### src/sv/rpb_pkg.sv
// Package for the ROM prefetch buffer: payload structs, register codes,
// region decode constants and sizes. Depends on nothing.
package rpb_pkg;

  localparam int unsigned BufferDepth = 8;
  localparam int unsigned CdW         = 5;   // countdown: wide enough for a doubled 4-bit wait state
  localparam int unsigned CfgIdxW     = 8;
  localparam int unsigned CfgDataW    = 8;
  localparam int unsigned CfgRegW     = 4;

  localparam logic [CfgRegW-1:0] Ws0SeqReset = 4'd3;
  localparam logic [CfgRegW-1:0] Ws1SeqReset = 4'd5;
  localparam logic [CfgRegW-1:0] Ws2SeqReset = 4'd9;
  localparam logic [CfgRegW-1:0] SramReset   = 4'd5;

  // top address byte of each region
  localparam logic [7:0] RegionWs0Lo  = 8'h08;
  localparam logic [7:0] RegionWs0Hi  = 8'h09;
  localparam logic [7:0] RegionWs1Lo  = 8'h0A;
  localparam logic [7:0] RegionWs1Hi  = 8'h0B;
  localparam logic [7:0] RegionWs2Lo  = 8'h0C;
  localparam logic [7:0] RegionWs2Hi  = 8'h0D;
  localparam logic [7:0] RegionSramLo = 8'h0E;
  localparam logic [7:0] RegionSramHi = 8'h0F;

  localparam logic [31:0] StepThumb = 32'd2;
  localparam logic [31:0] StepArm   = 32'd4;

  typedef enum logic [CfgIdxW-1:0] {
    RegWs0Seq = 8'd0,
    RegWs1Seq = 8'd1,
    RegWs2Seq = 8'd2,
    RegSram   = 8'd3
  } cfg_reg_e;

  typedef struct packed {
    logic [31:0] bus_address;
    logic [7:0]  access_cycles;
    logic [31:0] program_counter;
    logic        thumb_mode;
  } in_item_t;

  typedef struct packed {
    logic [7:0] ticked_cycles;
    logic       buffer_hit;
    logic       buffer_flushed;
  } out_item_t;

  function automatic logic in_rom(input logic [31:0] addr);
    return (addr[31:24] >= RegionWs0Lo) && (addr[31:24] <= RegionWs2Hi);
  endfunction

endpackage

### src/sv/rom_prefetch_buffer_core.sv
// A result is registered when its transaction is accepted and is shown in the next cycle.
// Throughput: one transaction per cycle while the result is not stalled; the ring, countdown and result are
// all updated in the accept cycle, so the next access sees the new state.
// Config writes are taken every cycle. Reset (rst_ni low, async) empties the
// ring, cancels any fetch and restores the wait-state register defaults.
// Top level of the ROM prefetch buffer; uses rpb_pkg.
module rom_prefetch_buffer_core #(
  parameter int unsigned BUFFER_DEPTH = rpb_pkg::BufferDepth
) (
  input  logic                          clk_i,
  input  logic                          rst_ni,
  input  logic                          in_valid_i,
  output logic                          in_ready_o,
  input  rpb_pkg::in_item_t             in_item_i,
  output logic                          out_valid_o,
  input  logic                          out_ready_i,
  output rpb_pkg::out_item_t            out_item_o,
  input  logic                          cfg_valid_i,
  output logic                          cfg_ready_o,
  input  logic [rpb_pkg::CfgIdxW-1:0]   cfg_index_i,
  input  logic [rpb_pkg::CfgDataW-1:0]  cfg_data_i
);

  localparam int unsigned PosW = $clog2(BUFFER_DEPTH);
  localparam int unsigned CntW = $clog2(BUFFER_DEPTH + 1);
  localparam int unsigned CdW  = rpb_pkg::CdW;
  localparam logic [CntW-1:0] CapThumb = CntW'(BUFFER_DEPTH);
  localparam logic [CntW-1:0] CapArm   = CntW'(BUFFER_DEPTH / 2);
  localparam logic [PosW-1:0] LastPos  = PosW'(BUFFER_DEPTH - 1);

  function automatic logic [PosW-1:0] ring_next(input logic [PosW-1:0] p);
    return (p == LastPos) ? '0 : p + PosW'(1);
  endfunction

  // config registers
  logic [rpb_pkg::CfgRegW-1:0] ws0_q, ws1_q, ws2_q, sram_q;

  // buffer state
  logic            fa_q, fa_d;
  logic [PosW-1:0] rd_q, rd_d, wr_q, wr_d;
  logic [CntW-1:0] cnt_q, cnt_d;
  logic [CdW-1:0]  cd_q, cd_d;
  logic [31:0]     lfa_q, lfa_d;
  logic [31:0]     lra_q, lra_d;
  logic [31:0]     entry_q [BUFFER_DEPTH];

  logic               out_valid_q;
  rpb_pkg::out_item_t out_item_q, out_item_d;

  logic            in_acc;
  logic            entry_we;
  logic [31:0]     addr, pc, next_addr, head_addr;
  logic            thumb, addr_rom;
  logic [CntW-1:0] capacity;
  logic            start_ok;
  logic [CdW-1:0]  cost;

  assign in_ready_o  = !out_valid_q || out_ready_i;
  assign in_acc      = in_valid_i && in_ready_o;
  assign out_valid_o = out_valid_q;
  assign out_item_o  = out_item_q;
  assign cfg_ready_o = 1'b1;

  assign addr      = in_item_i.bus_address;
  assign pc        = in_item_i.program_counter;
  assign thumb     = in_item_i.thumb_mode;
  assign addr_rom  = rpb_pkg::in_rom(addr);
  assign capacity  = thumb ? CapThumb : CapArm;
  assign head_addr = entry_q[rd_q];
  assign next_addr = ((cnt_q != '0) ? lfa_q : pc)
                   + (thumb ? rpb_pkg::StepThumb : rpb_pkg::StepArm);
  assign start_ok  = (cnt_q < capacity) && rpb_pkg::in_rom(pc) && !addr_rom
                   && (pc == lra_q);

  // cost of the sequential fetch about to start
  always_comb begin
    unique case (next_addr[31:24])
      rpb_pkg::RegionSramLo, rpb_pkg::RegionSramHi: cost = CdW'(sram_q);
      rpb_pkg::RegionWs0Lo, rpb_pkg::RegionWs0Hi:
        cost = thumb ? CdW'(ws0_q) : CdW'({ws0_q, 1'b0});
      rpb_pkg::RegionWs1Lo, rpb_pkg::RegionWs1Hi:
        cost = thumb ? CdW'(ws1_q) : CdW'({ws1_q, 1'b0});
      rpb_pkg::RegionWs2Lo, rpb_pkg::RegionWs2Hi:
        cost = thumb ? CdW'(ws2_q) : CdW'({ws2_q, 1'b0});
      default: cost = CdW'(1);
    endcase
  end

  always_comb begin
    fa_d       = fa_q;
    rd_d       = rd_q;
    wr_d       = wr_q;
    cnt_d      = cnt_q;
    cd_d       = cd_q;
    lfa_d      = lfa_q;
    lra_d      = lra_q;
    entry_we   = 1'b0;
    out_item_d = '{ticked_cycles: in_item_i.access_cycles,
                   buffer_hit: 1'b0, buffer_flushed: 1'b0};

    if (fa_q && (addr == lfa_q)) begin
      // access lands on the in-flight fetch: wait out the rest of it
      fa_d  = 1'b0;
      cd_d  = '0;
      lra_d = addr;
      out_item_d.ticked_cycles = 8'(cd_q);
      out_item_d.buffer_hit    = 1'b1;
    end else begin
      if (fa_q) begin
        if (addr_rom) fa_d = 1'b0;   // ROM access aborts the fetch
      end else if (start_ok) begin
        fa_d     = 1'b1;
        entry_we = 1'b1;
        lfa_d    = next_addr;
        cd_d     = cost;
      end

      if (addr_rom) lra_d = addr;

      if ((cnt_q != '0) && (addr == pc)) begin
        if (addr == head_addr) begin
          out_item_d.ticked_cycles = 8'd1;
          out_item_d.buffer_hit    = 1'b1;
          cnt_d = cnt_q - CntW'(1);
          rd_d  = ring_next(rd_q);
        end else begin
          fa_d  = 1'b0;
          cd_d  = '0;
          cnt_d = '0;
          rd_d  = '0;
          wr_d  = '0;
          out_item_d.buffer_flushed = 1'b1;
        end
      end

      // charge this access against the running fetch
      if (fa_d) begin
        if (out_item_d.ticked_cycles >= 8'(cd_d)) begin
          cd_d = '0;
          if (cnt_d != CapThumb) cnt_d = cnt_d + CntW'(1);
          wr_d = ring_next(wr_d);
          fa_d = 1'b0;
        end else begin
          cd_d = cd_d - CdW'(out_item_d.ticked_cycles);
        end
      end
    end
  end

  always_ff @(posedge clk_i or negedge rst_ni) begin
    if (!rst_ni) begin
      fa_q        <= 1'b0;
      rd_q        <= '0;
      wr_q        <= '0;
      cnt_q       <= '0;
      cd_q        <= '0;
      lra_q       <= '0;
      out_valid_q <= 1'b0;
    end else begin
      if (in_acc) begin
        fa_q  <= fa_d;
        rd_q  <= rd_d;
        wr_q  <= wr_d;
        cnt_q <= cnt_d;
        cd_q  <= cd_d;
        lra_q <= lra_d;
        out_valid_q <= 1'b1;
      end else if (out_ready_i) begin
        out_valid_q <= 1'b0;
      end
    end
  end

  always_ff @(posedge clk_i) begin
    if (in_acc) begin
      lfa_q      <= lfa_d;
      out_item_q <= out_item_d;
      if (entry_we) entry_q[wr_q] <= next_addr;
    end
  end

  always_ff @(posedge clk_i or negedge rst_ni) begin
    if (!rst_ni) begin
      ws0_q  <= rpb_pkg::Ws0SeqReset;
      ws1_q  <= rpb_pkg::Ws1SeqReset;
      ws2_q  <= rpb_pkg::Ws2SeqReset;
      sram_q <= rpb_pkg::SramReset;
    end else if (cfg_valid_i) begin
      unique case (cfg_index_i)
        rpb_pkg::RegWs0Seq: ws0_q  <= cfg_data_i[rpb_pkg::CfgRegW-1:0];
        rpb_pkg::RegWs1Seq: ws1_q  <= cfg_data_i[rpb_pkg::CfgRegW-1:0];
        rpb_pkg::RegWs2Seq: ws2_q  <= cfg_data_i[rpb_pkg::CfgRegW-1:0];
        rpb_pkg::RegSram:   sram_q <= cfg_data_i[rpb_pkg::CfgRegW-1:0];
        default: ;
      endcase
    end
  end

endmodule

### config.mk
export PLATFORM = sky130hd
export DESIGN_NAME = rom_prefetch_buffer_core
export DESIGN_NICKNAME = d
export VERILOG_FILES = /design/src/sv/rpb_pkg.sv /design/src/sv/rom_prefetch_buffer_core.sv
export SDC_FILE = /design/constraint.sdc
export NUM_CORES = 1
export LEC_CHECK = 0
export BUFFER_PORTS_ARGS = -buffer_cell sky130_fd_sc_hd__buf_4
export CORE_UTILIZATION = 55
export DETAILED_ROUTE_END_ITERATION = 16
export PLACE_DENSITY = 0.76
export REMOVE_ABC_BUFFERS = 1
export SYNTH_ARGS = -nofsm -noshare
export SYNTH_HDL_FRONTEND = slang
export SYNTH_SLANG_ARGS = --single-unit
### constraint.sdc
create_clock -name clk_i -period 6.5 [get_ports clk_i]
set_clock_uncertainty 0.05 [all_clocks]
set_input_delay 1.3 -clock clk_i [delete_from_list [all_inputs] [get_ports clk_i]]
set_output_delay 1.3 -clock clk_i [all_outputs]
set_load 0.005 [all_outputs]
## Word-level counts from Yosys, hierarchy flattened

Memory sizes are Yosys's and may differ from the RTL's.
Index checks and enable logic that the tools add are counted.
Widths: inputs -> output; s select.

- Memories: 1
- Bits in registers: 107
- Bits of input ports: 94
- RAM bits: 256
- Logic and storage cells: 128

Memories:

| memory | words | width | rd ports | clocked after memory_dff | write ports | RTL line | RTL |
|---|---|---|---|---|---|---|---|
| entry_q | 8 | 32 | 1 | 0 | 1 | rom_prefetch_buffer_core.sv:45 | `logic [31:0] entry_q [BUFFER_DEPTH];` |

- Equality and inequality tests: 18
- Muxes and demuxes: 52
- $lt $le $gt $ge: 6
- Add/subtract/negate cells: 6
- Reductions and logical operators: 27
- Bitwise operators: 2

Operator list:

| operator | count |
|---|---|
| $eq 32x32->1 | 4 |
| $mux 32 | 3 |
| $eq 8x4->1 const B | 8 |
| $mux 5 | 11 |
| $add 32x3->32 | 1 |
| $mux 4 | 7 |
| $mux 3 | 9 |
| $mux 10 | 2 |
| $pmux 5 s4 | 1 |
| $mux 1 | 17 |
| $eq 8x2->1 const B | 2 |
| $ge 8x4->1 const B | 2 |
| $le 8x4->1 const B | 2 |
| $reduce_and 2->1 | 6 |
| $mux 9 | 1 |
| $eq 8x1->1 const B | 1 |
| $ge 8x5->1 | 1 |
| $logic_and 1x1->1 | 8 |
| $logic_not 8->1 | 1 |
| $reduce_or 2->1 | 4 |
| $add 3x1->3 const B | 2 |
| $eq 3x3->1 const B | 2 |
| $mux 6 | 1 |
| $sub 5x5->5 | 1 |
| other kinds (11) | 14 |

## Depth between registers and ports, before layout

Gate-level depths: netlist of the first run.

- Depth after elaboration: 15
- Mapped depth: 32
- Mapped depth without buffers: 27

## Worst setup path before layout of the first run

No wires, ideal clock.

- Path kind: input to register
- From: in in_item_i[0] in the netlist's numbering
- To: mem entry_q[1][0] (enable)
- Stages: 10
- Library setup time: 0.461 ns
- Path buffers: 1
- Arrival time: 7.728 ns
- Path slack: -1.739 ns
- Path through: clkbuf_1 inv_1 ha_1 nor4b_1 nand4_1 nor3_1 nand4_1 nor3_1 nand2_1 nor3_1

- Word-level cells in the longest chain between the ends: 11

RTL lines:

| what | RTL line | RTL |
|---|---|---|
| start, declared | rom_prefetch_buffer_core.sv:14 | `input rpb_pkg::in_item_t in_item_i,` |
| $mux 4 | rom_prefetch_buffer_core.sv:68 | `assign capacity = thumb ? CapThumb : CapArm;` |
| $lt 4x4->1 | rom_prefetch_buffer_core.sv:72 | `assign start_ok = (cnt_q < capacity) && rpb_pkg::in_rom(pc) && !addr_rom` |
| $logic_and 1x1->1 (2 in series) | rom_prefetch_buffer_core.sv:72 |  |
| $logic_and 1x1->1 | rom_prefetch_buffer_core.sv:73 | `&& (pc == lra_q);` |
| $mux 1 | rom_prefetch_buffer_core.sv:111 | `end else if (start_ok) begin` |
| $mux 1 | rom_prefetch_buffer_core.sv:109 | `if (fa_q) begin` |
| $mux 1 | rom_prefetch_buffer_core.sv:101 | `if (fa_q && (addr == lfa_q)) begin` |
| $mux 1 | rom_prefetch_buffer_core.sv:178 | `if (entry_we) entry_q[wr_q] <= next_addr;` |
| $mux 1 | rom_prefetch_buffer_core.sv:175 | `if (in_acc) begin` |
| $mux 1 (not written as such) | rom_prefetch_buffer_core.sv:178 |  |
| end, declared | rom_prefetch_buffer_core.sv:45 |  |

No other way between the ends.

## Worst setup path in the final report of the first run

- From: reg cnt_q[0]
- To: reg wr_q[2]

- Word-level cells in the longest chain between the ends: 14

RTL lines:

| what | RTL line | RTL |
|---|---|---|
| start, declared | rom_prefetch_buffer_core.sv:41 | `logic [CntW-1:0] cnt_q, cnt_d;` |
| start signal, assigned | rom_prefetch_buffer_core.sv:164 | `cnt_q <= cnt_d;` |
| $reduce_bool 4->1 * | rom_prefetch_buffer_core.sv:70 | `assign next_addr = ((cnt_q != '0) ? lfa_q : pc)` |
| $mux 32 * | rom_prefetch_buffer_core.sv:70 |  |
| $add 32x3->32 * | rom_prefetch_buffer_core.sv:71 | `+ (thumb ? rpb_pkg::StepThumb : rpb_pkg::StepArm);` |
| via next_addr[31] | rom_prefetch_buffer_core.sv:52 | `logic [31:0] addr, pc, next_addr, head_addr;` |
| $eq 8x4->1 | rom_prefetch_buffer_core.sv:77 | `unique case (next_addr[31:24])` |
| $reduce_or 2->1 | rom_prefetch_buffer_core.sv:77 |  |
| $pmux 5 s4 * | rom_prefetch_buffer_core.sv:77 |  |
| $mux 5 * | rom_prefetch_buffer_core.sv:111 |  |
| $mux 5 * | rom_prefetch_buffer_core.sv:109 |  |
| $mux 5 | rom_prefetch_buffer_core.sv:121 | `if (addr == head_addr) begin` |
| $mux 5 * | rom_prefetch_buffer_core.sv:120 | `if ((cnt_q != '0) && (addr == pc)) begin` |
| $mux 5 * | rom_prefetch_buffer_core.sv:101 |  |
| $ge 8x5->1 * | rom_prefetch_buffer_core.sv:138 | `if (out_item_d.ticked_cycles >= 8'(cd_d)) begin` |
| $mux 3 * | rom_prefetch_buffer_core.sv:138 |  |
| $mux 3 * | rom_prefetch_buffer_core.sv:137 | `if (fa_d) begin` |
| end signal, assigned | rom_prefetch_buffer_core.sv:163 | `wr_q <= wr_d;` |
| end, declared | rom_prefetch_buffer_core.sv:40 | `logic [PosW-1:0] rd_q, rd_d, wr_q, wr_d;` |

Mark *: on every way through the listed nets, which the timed path passes. The rest lies on a longest branch. The select of a mux whose other input is x is not followed.
A chain may end at the register's enable or synchronous reset.

==> run summary, run 1 <==
Slew headroom: 9.34%
GRT overflow: 0
pin count of the biggest net entering global routing: 66
Root Driver: clkbuf_16
Worst-path clk slew: 0.06 ns
RSZ-0062 raised after global routing: no
synthesized area per cell: 13.8 um^2
Setup TNS: 0 ns
Final Hold Fails: 0
Max H-tree Level: 2
die height: 181 um
die area: 32,700 um^2
post-synthesis sequential area ratio: 60.2%
top-area cell type share of the netlist area: 50.9%
minimum clock period: 6.05 ns
Resize count post-CTS: 0
Synth Warn #: 0
worst skew pair latency: 0.55 ns
Post-Syn Area: 17,600 um^2
drt initial violations: 1,170
crit path launch type: flip-flop
count of final setup violators: 0
average wire per standard cell: 25.5 um
TritonCTS clock tree: built
synth unique cells: 68
TritonRoute pass-1 iters: 6
# clock sinks: 363
number of flops mapped to enable cells by yosys: 298
Max Slew Vio Count: 0
CP Capture Type: flip-flop
DR DRC count: 0
worst vdd ir: 272 uV
period utilization: 93.1%
Finished Layout Cells: 1,847
most frequent cells in the layout: edfxtp_1 (298), buf_4 (151), mux2i_1 (110)
Slowest-stage cell, CP: nor3b_4
number of synthesized register bits: 363
ys async rst share: 17.9%
Final #Nets: 1,531
vias post-DR: 11.5k
crit path max fanout: 7
row count: 65
CTS Hold Buffers Added: 0
Via density: 6.22
status: finished, final reports clean
post-detail-place hpwl: 33,100 um
Buffers & Inverters on Critical Path: 3
CORE AREA: 31,500 um^2
antenna cells: 0
max cap viols: 0
Area contributors post-synth: edfxtp_1 (51%), dfrtp_1 (8.1%), mux2i_1 (6.3%)
IO Count: 107
vias in the first global route: 11.4k
commonest non-fill, non-tap cell in the layout: edfxtp_1
initial core utilization: 55.9%
setup ws final: 0.452 ns
clock buffer depth: 3
P per Cell Area: 255 nW/um^2
Slew @ Worst Pin: 1.35 ns
# port buffers: 101
static leakage: 7.55 nW
DRT antenna net count: 0
kind of critical path: flip-flop to flip-flop
final RePlAce weighted congestion: 0.998
Hold WC Path Type: flip-flop to flip-flop
cell taking the most area after synthesis: edfxtp_1
chip width: 181 um
# Post-CTS Setup Buffers: 0
layout cells sized above 1: 23.1%
CTS buffer count: 39
Post-Place Cells: 1,776
synth-to-layout area growth: 15.8%
Largest delay share family, worst path: compound AO/OA/AOI/OAI gates
first-pass GRT wire length: 70,400 um
FMAX: 0.165 GHz
crit path DAT: 6.42 ns
top_reg_cell synth: edfxtp_1
Total GRT Usage: 29.3%
initial antenna violation count: 2
WP data required: 6.87 ns
pre-CTS setup slack: 0.325 ns
CP peak stage delay: 0.48 ns
cells after synthesis: 1,274
aggregate routed wire length: 47,200 um
[Yosys cell counts, types with 8 or more instances]
| cell type | instances |
|---|---|
| edfxtp_1 | 298 |
| mux2i_1 | 110 |
| xnor2_1 | 91 |
| nand2_1 | 76 |
| xor2_1 | 61 |
| dfrtp_1 | 57 |
| nor2_1 | 52 |
| mux2_2 | 49 |
| a21oi_1 | 42 |
| a22oi_1 | 34 |
| mux4_2 | 30 |
| clkbuf_1 | 29 |
| nand3_1 | 29 |
| nand4_1 | 28 |
| and3_1 | 23 |
| nor3_1 | 22 |
| ha_1 | 20 |
| inv_1 | 19 |
| nor4_1 | 19 |
| o21ai_0 | 19 |
| and2_1 | 13 |
| nand2b_1 | 13 |
| a21o_1 | 11 |
| buf_2 | 11 |
| nor2b_1 | 11 |
| dfstp_2 | 8 |
[where the power goes]
part | internal [W] | switching (W) | total (W)
clock network | 0.00130 | 0.000938 | 0.00224
registers | 0.00257 | 0.0000250 | 0.00259
logic | 0.000147 | 0.000209 | 0.000357
total | 0.00401 | 0.00117 | 0.00518
[state kept, by name (all words and copies together) (netlist names), 3 cells and up]
signal / cells
cd_q: 5
cnt_q: 4
entry_q: 256
lfa_q: 32
lra_q: 32
out_item_o: 10
rd_q: 3
sram_q: 4
wr_q: 3
ws0_q: 4
ws1_q: 4
ws2_q: 4
[through the flow]
step | total power [W] | hold WS (ns) | area, um^2 | util (%)
floorplan | 0.00281 | 0.422 | 17300 | -
global route | 0.00533 | 0.470 | 20400 | 64.7
CTS | 0.00520 | 0.458 | 20400 | 64.7
global placement | 0.00298 | 0.436 | 19100 | 60.6
detailed placement | 0.00299 | 0.444 | 19100 | 60.6
finish | 0.00518 | 0.457 | 20400 | 64.7
[metal layers]
layer,track usage [%],up-vias,part of all wire (%),wire length [um]
met5,0,-,0.068,32
met4,11.6,4,3.5,1660
met3,5.22,91,9.1,4300
met2,47.2,557,47,22200
met1,39.9,5726,40,19000
li1,-,5105,-,-
[kinds of logic (layout without fill, tap and decap cells)]
family                     after synthesis  count (layout)  share of synthesized area [%]
AOI/OAI and AO/OA                      158             158                           6.04
DFF                                    363             363                           60.2
other                                    1               1                         0.0213
adders and majority gates               22              22                           1.65
buffers and inverters                   75             246                           2.00
and+or+nand+nor                        314             314                           9.25
muxes                                  189             189                           13.2
xor gates and xnor gates               152             152                           7.57
[final timing paths]
check | start | endpoint | slack [ns] | depth (start not counted)
worst max-delay path | cnt_q[0] | wr_q[2] | 0.45 | 27
min in group asynchronous | rst_ni | cnt_q[2] | 0.84 | 1
worst max register to register | cnt_q[0] | wr_q[2] | 0.45 | 27
worst min-delay path | sram_q[1] | sram_q[1] | 0.46 | 1
max in group asynchronous | rst_ni | rd_q[2] | 4.89 | 1
worst min register to register | sram_q[1] | sram_q[1] | 0.46 | 1
[layout make-up]
class / count / area [um^2]
Fill cell: 2291 / 11100
Sequential cell: 363 / 10600
Inverter: 22 / 82.6
Clock inverter: 28 / 279
Timing Repair Buffer: 153 / 1170
Multi-Input combinational cell: 836 / 6720
Tap cell: 402 / 503
Clock buffer: 43 / 1010
[worst register-to-register path, cell delays in order (launching register included)]
cell,delay (ns)
dfrtp_1,0.45
inv_1,0.11
ha_1,0.20
nor3b_4,0.49
nand2_1,0.12
nand2_1,0.08
ha_1,0.18
inv_1,0.06
fa_1,0.41
o21bai_1,0.28
or3_1,0.42
a211oi_2,0.19
xnor2_1,0.12
nor4_1,0.27
nand3_1,0.14
a21oi_1,0.19
a21oi_1,0.10
ha_1,0.31
nand2b_1,0.15
a21o_1,0.17
a21o_1,0.18
a21o_1,0.18
a21oi_1,0.15
buf_4,0.16
nor2_1,0.06
a22o_1,0.33
nor2b_1,0.17
a22o_1,0.25
Note: power is estimated with default switching activity, not from simulation.
==> run 2: changes to the inputs <==
--- a/config.mk
+++ b/config.mk
@@ -7,6 +7,7 @@
 export LEC_CHECK = 0
 export BUFFER_PORTS_ARGS = -buffer_cell sky130_fd_sc_hd__buf_4
 export CORE_UTILIZATION = 55
+export CTS_CLUSTER_DIAMETER = 40
 export DETAILED_ROUTE_END_ITERATION = 16
 export PLACE_DENSITY = 0.76
 export REMOVE_ABC_BUFFERS = 1
==> constraint.sdc (replaced) <==
create_clock -name clk_i -period 6.5 [get_ports clk_i]
set_clock_uncertainty 0.05 [all_clocks]
set_input_delay 0.325 -clock clk_i [delete_from_list [all_inputs] [get_ports clk_i]]
set_output_delay 0.325 -clock clk_i [all_outputs]
set_load 0.005 [all_outputs]
==> run 2 against run 1 <==
- cell count up 0.70%
- design area up 2.0%
- via count up 0.84%
- die area unchanged
- total power up 11%
- global-route usage down 0.37 points
- sequential cell count unchanged
- worst setup slack worse by 0.025 ns
- core utilization up 1.3 points
- combinational power about the same
- first-iteration DRC count down 6.0%
- largest power group is now the clock network
==> run summary, run 2 (synthesis results as in run 1) <==
max reg flops: 256
vias in the first global route: 11.5k
pin count of the biggest net entering global routing: 66
status: finished, final reports clean
Hold WC Path Type: input pin to flip-flop
Top reg by flops: entry_q
crit path max fanout: 10
RSZ-0062 raised after global routing: no
final instance area: 20,800 um^2
P per Cell Area: 276 nW/um^2
CTS buffer count: 48
CP Capture Type: flip-flop
CORE AREA: 31,500 um^2
die height: 181 um
grt peak-use layer: met2
most frequent cells in the layout: edfxtp_1 (298), buf_4 (140), mux2i_1 (110)
WP data required: 6.88 ns
die area: 32,700 um^2
Slew @ Worst Pin: 1.29 ns
fillers: 2,200
synth-to-layout area growth: 18.2%
hold_sp: in_item_i[47]
count of final setup violators: 0
Final #Nets: 1,534
IO Count: 107
GRT met3 Usage: 4.15%
aggregate routed wire length: 47,000 um
Slowest-stage cell, CP: or3b_2
Worst-path clk slew: 0.06 ns
layout cells sized above 1: 23.7%
Reg-to-Reg Start: cnt_q[0]
first-pass GRT wire length: 70,000 um
Layout Utilization: 66.0%
chip width: 181 um
minimum clock period: 6.07 ns
worst skew pair latency: 0.56 ns
met1 Use GR: 39.6%
vias post-DR: 11.6k
TritonRoute pass-1 iters: 5
Max H-tree Level: 2
post-detail-place hpwl: 32,400 um
Worst setup startpoint: cnt_q[0]
max cap viols: 0
static leakage: 7.73 nW
crit path launch type: flip-flop
CP peak stage delay: 0.54 ns
average wire per standard cell: 25.2 um
Largest regs: entry_q: 256 flops, lfa_q: 32 flops, lra_q: 32 flops
DRT antenna net count: 0
Final Hold Fails: 0
# port buffers: 101
final RePlAce weighted congestion: 0.961
DP Area: 19,000 um^2
# Post-CTS Setup Buffers: 0
clock buffer depth: 3
Via density: 6.23
kind of critical path: flip-flop to flip-flop
GRT overflow: 0
Root Driver: clkbuf_16
crit path DAT: 6.46 ns
drt initial violations: 1,100
TritonCTS clock tree: built
FMAX: 0.165 GHz
Slew headroom: 12.8%
grt met2 use: 47.5%
initial core utilization: 55.9%
row count: 65
period utilization: 93.4%
cell mode on critical path: a21o_1
# clock sinks: 363
DR DRC count: 0
Max Slew Vio Count: 0
worst hold margin: 0.0133 ns
worst vdd ir: 238 uV
commonest non-fill, non-tap cell in the layout: edfxtp_1
Total GRT Usage: 29.0%
initial antenna violation count: 0
antenna cells: 0
## run 2: changes by cell type in the layout (fill, tap and decap cells not counted), moves of 6 or more
cell / delta
inv_6: +7
clkinv_2: -6
buf_4: -11
clkbuf_16: +8
dlygate4sd3_1: +7
## run 2: path summary, 6_finish.rpt
path | endpoint | slack (ns) | depth (start not counted)
max reg2reg | wr_q[1] | 0.43 | 25
min in group asynchronous | cnt_q[2] | 0.41 | 2
max | wr_q[1] | 0.43 | 25
max in group asynchronous | rd_q[0] | 5.32 | 2
min reg2reg | ws0_q[3] | 0.45 | 1
min | lra_q[6] | 0.01 | 2
## run 2: repair_timing
| action | in CTS | in global routing |
|---|---|---|
| endpoints found under the hold margin | 75 | 0 |
| resized for setup | 0 | 4 |
| endpoints found under the setup margin | 0 | 6 |
| hold buffers | 7 | 0 |
## run 2: worst max-delay path: cells and delay by family (launching register included)
family / cells / cell delay (ns)
compound gates: 10 / 1.98
fa+ha+maj: 3 / 0.80
buf+inv: 1 / 0.11
xor+xnor: 1 / 0.30
simple gates: 10 / 2.27
flops: 1 / 0.44
## run 2: final cells by class
| cell class | count | area (um^2) | area share (%) |
|---|---|---|---|
| clock inverter | 37 | 498 | 2.40 |
| multi-input combinational | 836 | 6750 | 32.5 |
| inverter | 22 | 82.6 | 0.397 |
| clock buffer | 53 | 1230 | 5.92 |
| sequential | 363 | 10600 | 51.0 |
| timing repair buffer | 147 | 1120 | 5.40 |
| tap | 402 | 503 | 2.42 |
## run 2: routing by layer
metal | part of all wire (%) | up-vias
li1 | - | 5131
met1 | 42 | 5845
met2 | 48 | 511
met3 | 7.4 | 92
met4 | 3.2 | 0
met5 | 0 | -
## run 2: where the power goes
group	internal [W]	switching [W]	total (W)
combinational	0.000149	0.000211	0.000360
sequential	0.00257	0.0000251	0.00259
clock	0.00167	0.00112	0.00279
total	0.00439	0.00135	0.00574
## run 2: through the flow
stage               worst slack (ns)  cells  power (W)  TNS, ns
finish                         0.427   1860    0.00574        0
global route                  0.0681   1860    0.00589        0
CTS                            0.329   1860    0.00577        0
detailed placement             0.409   1763    0.00299        0
global placement               0.525   1763    0.00298        0
floorplan                     -0.380   1221    0.00281   -23.72
